### config.mk
export PLATFORM = sky130hd
export DESIGN_NAME = fdl_interp
export DESIGN_NICKNAME = d
export VERILOG_FILES = /design/src/hw/rtl/fdl_pkg.sv /design/src/hw/rtl/fdl_interp.sv
export SDC_FILE = /design/constraint.sdc
export NUM_CORES = 2
export LEC_CHECK = 0
export ABC_AREA = 1
export BUFFER_PORTS_ARGS = -buffer_cell sky130_fd_sc_hd__buf_2
export CORE_MARGIN = 3
export CORE_UTILIZATION = 45
export DETAILED_ROUTE_END_ITERATION = 8
export SLEW_MARGIN = 15
export SYNTH_ARGS = -nofsm -noshare
export SYNTH_HDL_FRONTEND = slang
export SYNTH_SLANG_ARGS = --single-unit
### constraint.sdc
create_clock -name clk -period 6.1 [get_ports clk]
set_clock_uncertainty 0.15 [all_clocks]
set_input_delay 0.61 -clock clk [delete_from_list [all_inputs] [get_ports clk]]
set_output_delay 0.61 -clock clk [all_outputs]
set_load 0.1 [all_outputs]
### src/hw/rtl/fdl_pkg.sv
// ----------------------------------------------------------------------------
// fdl_pkg
// Shared types and constants of the fractional delay line.
// ----------------------------------------------------------------------------
package fdl_pkg;

    localparam int SAMPLE_BITS = 16;
    localparam int FRAC_BITS   = 8;
    localparam int DELAY_BITS  = 18;
    localparam int RING_DEPTH  = 1024;
    localparam int ADDR_BITS   = $clog2(RING_DEPTH);
    localparam int GUARD_TAPS  = 8;
    localparam int ROUND_HALF  = 2 ** (FRAC_BITS - 1);
    localparam int ROUND_ONE   = 2 ** FRAC_BITS;

    typedef logic signed [SAMPLE_BITS-1:0] sample_t;
    typedef logic [DELAY_BITS-1:0]         delay_t;
    typedef logic [ADDR_BITS-1:0]          addr_t;
    typedef logic [FRAC_BITS-1:0]          frac_t;

    localparam delay_t DELAY_MAX = delay_t'((RING_DEPTH - GUARD_TAPS) * ROUND_ONE);

    typedef enum logic {
        MODE_LINEAR = 1'b0,
        MODE_CUBIC  = 1'b1
    } interp_mode_t;

    // Ring write and read requests
    typedef struct packed {
        logic    we;
        addr_t   addr;
        sample_t data;
    } ring_wr_t;

    typedef struct packed {
        logic  re;
        addr_t addr;
    } ring_rd_t;

    // Taps around the read point: y0 = ring[k+1] ... y3 = ring[k-2]
    typedef struct packed {
        sample_t y0;
        sample_t y1;
        sample_t y2;
        sample_t y3;
    } fdl_taps_t;

    typedef struct packed {
        logic         start;
        interp_mode_t mode;
        frac_t        frac;
    } fdl_calc_ctl_t;

endpackage

### src/hw/rtl/fdl_interp.sv
// ----------------------------------------------------------------------------
// fdl_interp
// Three-stage fixed-point interpolator: linear or 4-point Hermite, with
// half-up rounding per stage and output saturation.
// ----------------------------------------------------------------------------
module fdl_interp import fdl_pkg::*;
(
    input  logic          clk,
    input  logic          rst_n,
    input  fdl_calc_ctl_t ctl,
    input  fdl_taps_t     taps,
    output logic          done,
    output sample_t       result
);

    localparam int RES_BITS = 24;

    function automatic sample_t sat_sample(logic signed [RES_BITS-1:0] v);
        logic signed [RES_BITS-1:0] hi;
        logic signed [RES_BITS-1:0] lo;
        hi = RES_BITS'(2 ** (SAMPLE_BITS - 1) - 1);
        lo = -hi - RES_BITS'(1);
        if (v > hi)
        begin
            return sample_t'(hi);
        end
        else if (v < lo)
        begin
            return sample_t'(lo);
        end
        return sample_t'(v);
    endfunction

    // stage 1 terms
    logic signed [FRAC_BITS:0] fs1;
    logic signed [16:0]        a1;
    logic signed [19:0]        b1;
    logic signed [19:0]        d12;
    logic signed [19:0]        c1;
    logic signed [28:0]        s1;
    logic signed [16:0]        dl;
    logic signed [25:0]        sl;

    logic                      v1_reg;
    interp_mode_t              mode1_reg;
    frac_t                     frac1_reg;
    logic signed [21:0]        r1_reg;
    logic signed [16:0]        a1_reg;
    sample_t                   y1_1_reg;
    logic signed [17:0]        lin1_reg;

    // stage 2
    logic signed [FRAC_BITS:0] fs2;
    logic signed [31:0]        s2;

    logic                      v2_reg;
    interp_mode_t              mode2_reg;
    frac_t                     frac2_reg;
    logic signed [21:0]        r2_reg;
    sample_t                   y1_2_reg;
    logic signed [17:0]        lin2_reg;

    // stage 3
    logic signed [FRAC_BITS:0] fs3;
    logic signed [31:0]        s3;
    logic signed [RES_BITS-1:0] cres;
    logic signed [RES_BITS-1:0] fres;

    logic                      done_reg;
    sample_t                   result_reg;

    always_comb
    begin
        fs1 = signed'({1'b0, ctl.frac});
        a1  = 17'(taps.y2) - 17'(taps.y0);
        b1  = (20'(taps.y0) <<< 1) - (20'(taps.y1) <<< 2) - 20'(taps.y1)
              + (20'(taps.y2) <<< 2) - 20'(taps.y3);
        d12 = 20'(taps.y1) - 20'(taps.y2);
        c1  = (d12 <<< 1) + d12 + 20'(taps.y3) - 20'(taps.y0);
        s1  = 29'(c1) * 29'(fs1) + (29'(b1) <<< FRAC_BITS) + 29'(ROUND_HALF);
        dl  = 17'(taps.y2) - 17'(taps.y1);
        sl  = 26'(dl) * 26'(fs1) + 26'(ROUND_HALF);
    end

    always_comb
    begin
        fs2 = signed'({1'b0, frac1_reg});
        s2  = 32'(r1_reg) * 32'(fs2) + (32'(a1_reg) <<< FRAC_BITS) + 32'(ROUND_HALF);
    end

    always_comb
    begin
        fs3  = signed'({1'b0, frac2_reg});
        s3   = 32'(r2_reg) * 32'(fs3) + 32'(ROUND_ONE);
        cres = RES_BITS'(y1_2_reg) + RES_BITS'(s3 >>> (FRAC_BITS + 1));
        fres = (mode2_reg == MODE_CUBIC) ? cres : RES_BITS'(lin2_reg);
    end

    always_ff @(posedge clk or negedge rst_n)
    begin
        if (!rst_n)
        begin
            v1_reg   <= 1'b0;
            v2_reg   <= 1'b0;
            done_reg <= 1'b0;
        end
        else
        begin
            v1_reg   <= ctl.start;
            v2_reg   <= v1_reg;
            done_reg <= v2_reg;
        end
    end

    always_ff @(posedge clk)
    begin
        if (ctl.start)
        begin
            mode1_reg <= ctl.mode;
            frac1_reg <= ctl.frac;
            r1_reg    <= 22'(s1 >>> FRAC_BITS);
            a1_reg    <= a1;
            y1_1_reg  <= taps.y1;
            lin1_reg  <= 18'(taps.y1) + 18'(sl >>> FRAC_BITS);
        end
        if (v1_reg)
        begin
            mode2_reg <= mode1_reg;
            frac2_reg <= frac1_reg;
            r2_reg    <= 22'(s2 >>> FRAC_BITS);
            y1_2_reg  <= y1_1_reg;
            lin2_reg  <= lin1_reg;
        end
        if (v2_reg)
        begin
            result_reg <= sat_sample(fres);
        end
    end

    assign done   = done_reg;
    assign result = result_reg;

endmodule

# Word level (Yosys, flattened, before mapping)
# Cells that the tools add are included.
[totals]
reg_bits = 165
output_inout_bits = 17
wordCells = 46
[classes]
addsub = 18
multipliers = 4
magnitude_cmp = 2
mux = 7
[op_table]
columns = ["operator", "n"]
rows = [
  ["subtractor 16 x 16 -> 17 bit", 3],
  ["2-to-1 mux 16 bit", 3],
  ["subtractor 20 x 16 -> 20 bit", 2],
  ["adder 31 x 10 -> 32 bit, second input constant", 1],
  ["multiplier 22 x 9 -> 31 bit", 1],
  ["adder 30 x 25 -> 30 bit", 1],
  ["adder 30 x 9 -> 30 bit, second input constant", 1],
  ["multiplier 21 x 9 -> 30 bit", 1],
  ["adder 29 x 28 -> 29 bit", 1],
  ["adder 29 x 9 -> 29 bit, second input constant", 1],
  ["multiplier 20 x 9 -> 29 bit", 1],
  ["adder 26 x 9 -> 26 bit, second input constant", 1],
  ["multiplier 17 x 9 -> 26 bit", 1],
  ["adder 16 x 23 -> 24 bit", 1],
  ["greater-than comparator 24 x 16 -> 1 bit, second input constant", 1],
  ["< comparator 24 x 16 -> 1 bit, second input constant", 1],
  ["2-to-1 mux 24 bit", 1],
  ["adder 19 x 16 -> 20 bit", 1],
  ["adder 20 x 18 -> 20 bit", 1],
  ["subtractor 19 x 16 -> 20 bit", 1],
  ["adder 18 x 17 -> 19 bit", 1],
  ["subtractor 17 x 18 -> 19 bit", 1],
  ["adder 16 x 18 -> 18 bit", 1],
  ["2-to-1 mux 1 bit", 3],
]

# Logic depth before layout (Yosys ltp)
[logic_depth]
word_depth = 9
ltp_mapped = 43
depth_no_buf = 42

# Least setup slack after synthesis
# Ideal clock, no wire load.
[synth_path]
path_type = "input to register"
start = "input taps[18] (netlist bit)"
end = "register r1_reg[20] (netlist name)"
setup_ns = 0.252
t_arrival_ns = 8.296
path_slack_ns = -2.598
stages = 34
path_buffers = 1
path_cell_list = "inv_1 -> ha_1 -> buf_2 -> nand2_1 -> o21ai_0 -> a21oi_1 -> o31ai_1 -> xor2_1 -> fa_1 -> fa_1 -> inv_1 -> ha_1 -> inv_1 -> nor3_1 -> nor3b_1 -> nand4_1 -> nand3_1 -> xor2_1 -> nor2_1 -> fa_1 -> inv_1 -> fa_1 -> fa_1 -> fa_1 -> fa_1 -> inv_1 -> ha_1 -> a21o_1 -> a21oi_1 -> o21ai_0 -> a221oi_1 -> nand2_1 -> nand2_1 -> nand2_1"
[synth_between]
elab_chain_len = 7
elab_cells_between_ends = 9
[synth_lines]
columns = ["item", "line", "rtl"]
rows = [
  ["start, declared", "fdl_interp.sv:11", "input fdl_taps_t taps,"],
  ["subtractor 16 x 16 -> 17 bit", "fdl_interp.sv:78", "d12 = 20'(taps.y1) - 20'(taps.y2);"],
  ["adder 18 x 17 -> 19 bit", "fdl_interp.sv:79", "c1 = (d12 <<< 1) + d12 + 20'(taps.y3) - 20'(taps.y0);"],
  ["adder 19 x 16 -> 20 bit", "fdl_interp.sv:79", ""],
  ["subtractor 20 x 16 -> 20 bit", "fdl_interp.sv:79", ""],
  ["multiplier 20 x 9 -> 29 bit", "fdl_interp.sv:80", "s1 = 29'(c1) * 29'(fs1) + (29'(b1) <<< FRAC_BITS) + 29'(ROUND_HALF);"],
  ["adder 29 x 28 -> 29 bit (*)", "fdl_interp.sv:80", ""],
  ["adder 29 x 9 -> 29 bit (*)", "fdl_interp.sv:80", ""],
  ["net s1[28]", "fdl_interp.sv:40", "logic signed [28:0] s1;"],
]
# Mark *: on every way through the listed nets, which the timed path passes. The rest lies on a longest branch.
# A chain may end at the register's enable or synchronous reset.

# Worst setup path after layout
[layout_path]
start = "input taps[32] (netlist bit)"
end = "register r1_reg[13], data pin"
[layout_between]
elab_chain_len = 7
elab_cells_between_ends = 11
[layout_lines]
columns = ["item", "line", "rtl"]
rows = [
  ["subtractor 16 x 16 -> 17 bit", "fdl_interp.sv:78", ""],
  ["adder 18 x 17 -> 19 bit", "fdl_interp.sv:79", ""],
  ["adder 19 x 16 -> 20 bit", "fdl_interp.sv:79", ""],
  ["subtractor 20 x 16 -> 20 bit", "fdl_interp.sv:79", ""],
  ["multiplier 20 x 9 -> 29 bit", "fdl_interp.sv:80", ""],
  ["adder 29 x 28 -> 29 bit (*)", "fdl_interp.sv:80", ""],
  ["adder 29 x 9 -> 29 bit (*)", "fdl_interp.sv:80", ""],
  ["net s1[21]", "fdl_interp.sv:40", ""],
  ["end signal, assigned", "fdl_interp.sv:121", "r1_reg <= 22'(s1 >>> FRAC_BITS);"],
  ["end, declared", "fdl_interp.sv:47", "logic signed [21:0] r1_reg;"],
]
# Marked as above.

==> reports/metrics.yaml <==
run_status:
  status: "finished with violations"
  failed_checks: "setup timing"
critical_path:
  crit_buf_inv: 7
  critical_path.max_stage_delay_ns: 0.57
  crit_path_top_delay_cell: "fa_1"
  cp_common_cell: "fa_1"
  cp.arrival_ns: 8.36
  critPathLaunchType: "input port"
  cp_max_fo: 6
  cp_data_required_time_ns: 6.16
  path_delay_family: "adder cells"
  cp-end-kind: "flop"
  path_class: "in2reg"
logic_synthesis:
  yosysTopAreaCell: "fa_1"
  netlist_area_um2: 38000
  ys.flop_type: "edfxtp_1"
  ys_seq_area_share_pct: 13.0
  netlist.area_leader.share_pct: 33.3
  syn_avg_cell_area_um2: 8.12
  ys_top_cells_by_count: "1193 x inv_1, 1001 x nand2_1, 633 x fa_1"
  ys_ff_latch: 165
  synth_nets: 5788
  ys_top_cells_by_area: "fa_1 33%, ha_1 13%, edfxtp_1 13%"
  async_reset_ff_share_pct: 1.82
  synth_most_common_cell: "inv_1"
  synth_edf_count: 162
  syn_inst: 4687
  ys_warn_count: 0
  ys_types: 57
layout:
  drive_above_1_share_pct: 31.9
  area.growth.synth_to_final_pct: 35.6
  largest_reg_flops: 22
  multi_input_area_um2: 32700
  fin_nets: 6639
  fill_cells: 7305
  stdcell_count: 6689
  seq_area_um2: 4940
  final_core_util_pct: 61.7
global_routing:
  grt_pass1_vias: 34600
  overflow: 0
  track_usage_pct: 26.2
  grt_pass1_wl_mm: 183
  antenna_found_initial: 6
  grt_max_degree: 66
timing:
  period_needed_ns: 8.30
  fmaxAchievable_mhz: 120
  max_slew.worst_pin.slew_ns: 0.904
  rsz0062_at_grt: "yes"
  timing.slew.headroom_pct: 39.8
  finalSetupViolations: 54
  setup_slack_ns: -2.20
  maxSlewViolCount: 0
  hold_violations: 0
  fin_crit_sh_pct: 136
route:
  antenna_left: 0
  wl_per_cell_um: 17.1
  drt-total-wl_mm: 115
  via_count: 32900
  drc: 0
  initialDrtViolationCount: 1700
  drt_pass1_iterations: 5
  viasPerCell: 4.91
floorplanning:
  start_util_pct: 45.5
  die_x_um: 297
  io_pins: 93
  die_area_um2: 88100
  rows: 106
  die_height_um: 297
  core_area_um2: 83700
clocking:
  root_buffer: "clkbuf_16"
  cts_buffer_depth: 2
  htreeDepth: 4
  clock-sinks: 165
  cts.clk_slew.worst_paths_ns: 0.06
  cts_made_buffers: 17
  clk_latency_ns: 0.48
  cts_tree: "built"
min_path:
  worstHoldPathType: "in2reg"
placement:
  port_buffers: 92
  placed_cells: 6546
  dp_hpwl_mm: 96.4
  gp_congestion: 0.963
run:
  cap_violations: 0
cell usage in the layout, fill, tap and decap left out, types with 17 or more instances in the layout:
| cell type | count |
|---|---|
| nor2_2 | 54 |
| edfxtp_1 | 162 |
| o21ai_1 | 29 |
| o21ai_0 | 57 |
| a21oi_1 | 126 |
| nand3_1 | 63 |
| fa_1 | 614 |
| o21a_1 | 17 |
| xor2_1 | 100 |
| nor3_1 | 17 |
| nand2_1 | 822 |
| fa_2 | 19 |
| inv_1 | 1118 |
| a21oi_2 | 72 |
| ha_4 | 126 |
| buf_12 | 21 |
| buf_4 | 778 |
| xnor2_1 | 45 |
| nor2_1 | 239 |
| a21o_1 | 19 |
| nor2_4 | 28 |
| buf_2 | 80 |
| clkbuf_16 | 18 |
| inv_2 | 75 |
| nand2_4 | 53 |
| a21oi_4 | 26 |
| nand2_2 | 141 |
| buf_6 | 58 |
| nand4_1 | 35 |
| nand3_2 | 19 |
| o21ai_2 | 18 |
| xor2_2 | 25 |
| ha_1 | 263 |
worst reg2reg max path, delay by kind of cell (launching register included):
family | cells | cell delay [ns]
AO/OA/AOI/OAI | 6 | 0.83
flip-flops | 1 | 0.42
adder cells (fa/ha/maj) | 7 | 3.05
AND/OR/NAND/NOR | 14 | 1.21
XOR/XNOR | 1 | 0.17
buffers and inverters | 7 | 0.74
per-layer routing:
metal | GRT usage (%) | vias to the layer above | routed length (um)
met5 | 0 | - | 13
met3 | 2.64 | 132 | 5050
li1 | - | 15800 | -
met1 | 34.6 | 16200 | 48900
met2 | 46.1 | 718 | 57600
met4 | 6.90 | 2 | 3010
per-stage QoR:
stage               hold WS, ns  setup TNS [ns]  cell area, um^2  setup WS [ns]
finish                    0.172          -67.18            51600          -2.20
global route              0.151          -81.25            51600          -2.54
CTS                       0.146          -59.77            49800          -2.14
detailed placement        0.255          -97.65            46300          -2.94
global placement          0.251          -95.40            46300          -2.83
floorplan                 0.164          -45.52            39300          -2.14
worst paths after layout:
path / from / slack [ns] / cells past startpoint / end
worst max-delay path: taps[32] / -2.20 / 37 / r1_reg[13]$_DFFE_PP_
worst min-delay path: ctl[8] / 0.17 / 1 / mode1_reg$_DFFE_PP_
worst max register to register: frac2_reg[1]$_DFFE_PP_ / -0.70 / 35 / result[2]$_DFFE_PP_
worst min register to register: y1_1_reg[4]$_DFFE_PP_ / 0.26 / 0 / y1_2_reg[4]$_DFFE_PP_
max in group asynchronous: rst_n / 5.37 / 2 / v1_reg$_DFF_PN0_
min in group asynchronous: rst_n / 0.30 / 2 / v2_reg$_DFF_PN0_
cell families (layout without fill, tap and decap cells):
family	Yosys count	after routing	share of synthesized area, %
other cells	0	4	0
flops	165	165	13.0
xor+xnor	192	192	4.44
compound gates	450	450	6.83
simple gates	1539	1541	16.4
fa+ha+maj	1025	1025	46.2
buf+inv	1316	2178	13.2
repair_timing:
item                                    CTS  global route
endpoints found under the hold margin     3             0
pin swaps                               246           251
hold buffers                              1             0
resized for setup                       468           341
buffers inserted                         64            45
endpoints found under the setup margin   54            54
cloned                                    3             1
area by class of cell:
class                           count  area share (%)
Multi-Input combinational cell   3208            63.3
Timing Repair Buffer              943            14.4
Sequential cell                   165            9.57
Inverter                         1203            8.83
Tap cell                         1134            2.75
Clock buffer                       19           0.839
Clock inverter                     13           0.318
Antenna cell                        4          0.0194
Power is left out: the tool's default activity adds up to more than one toggle a clock period on the data nets, which glitch-free logic cannot reach.
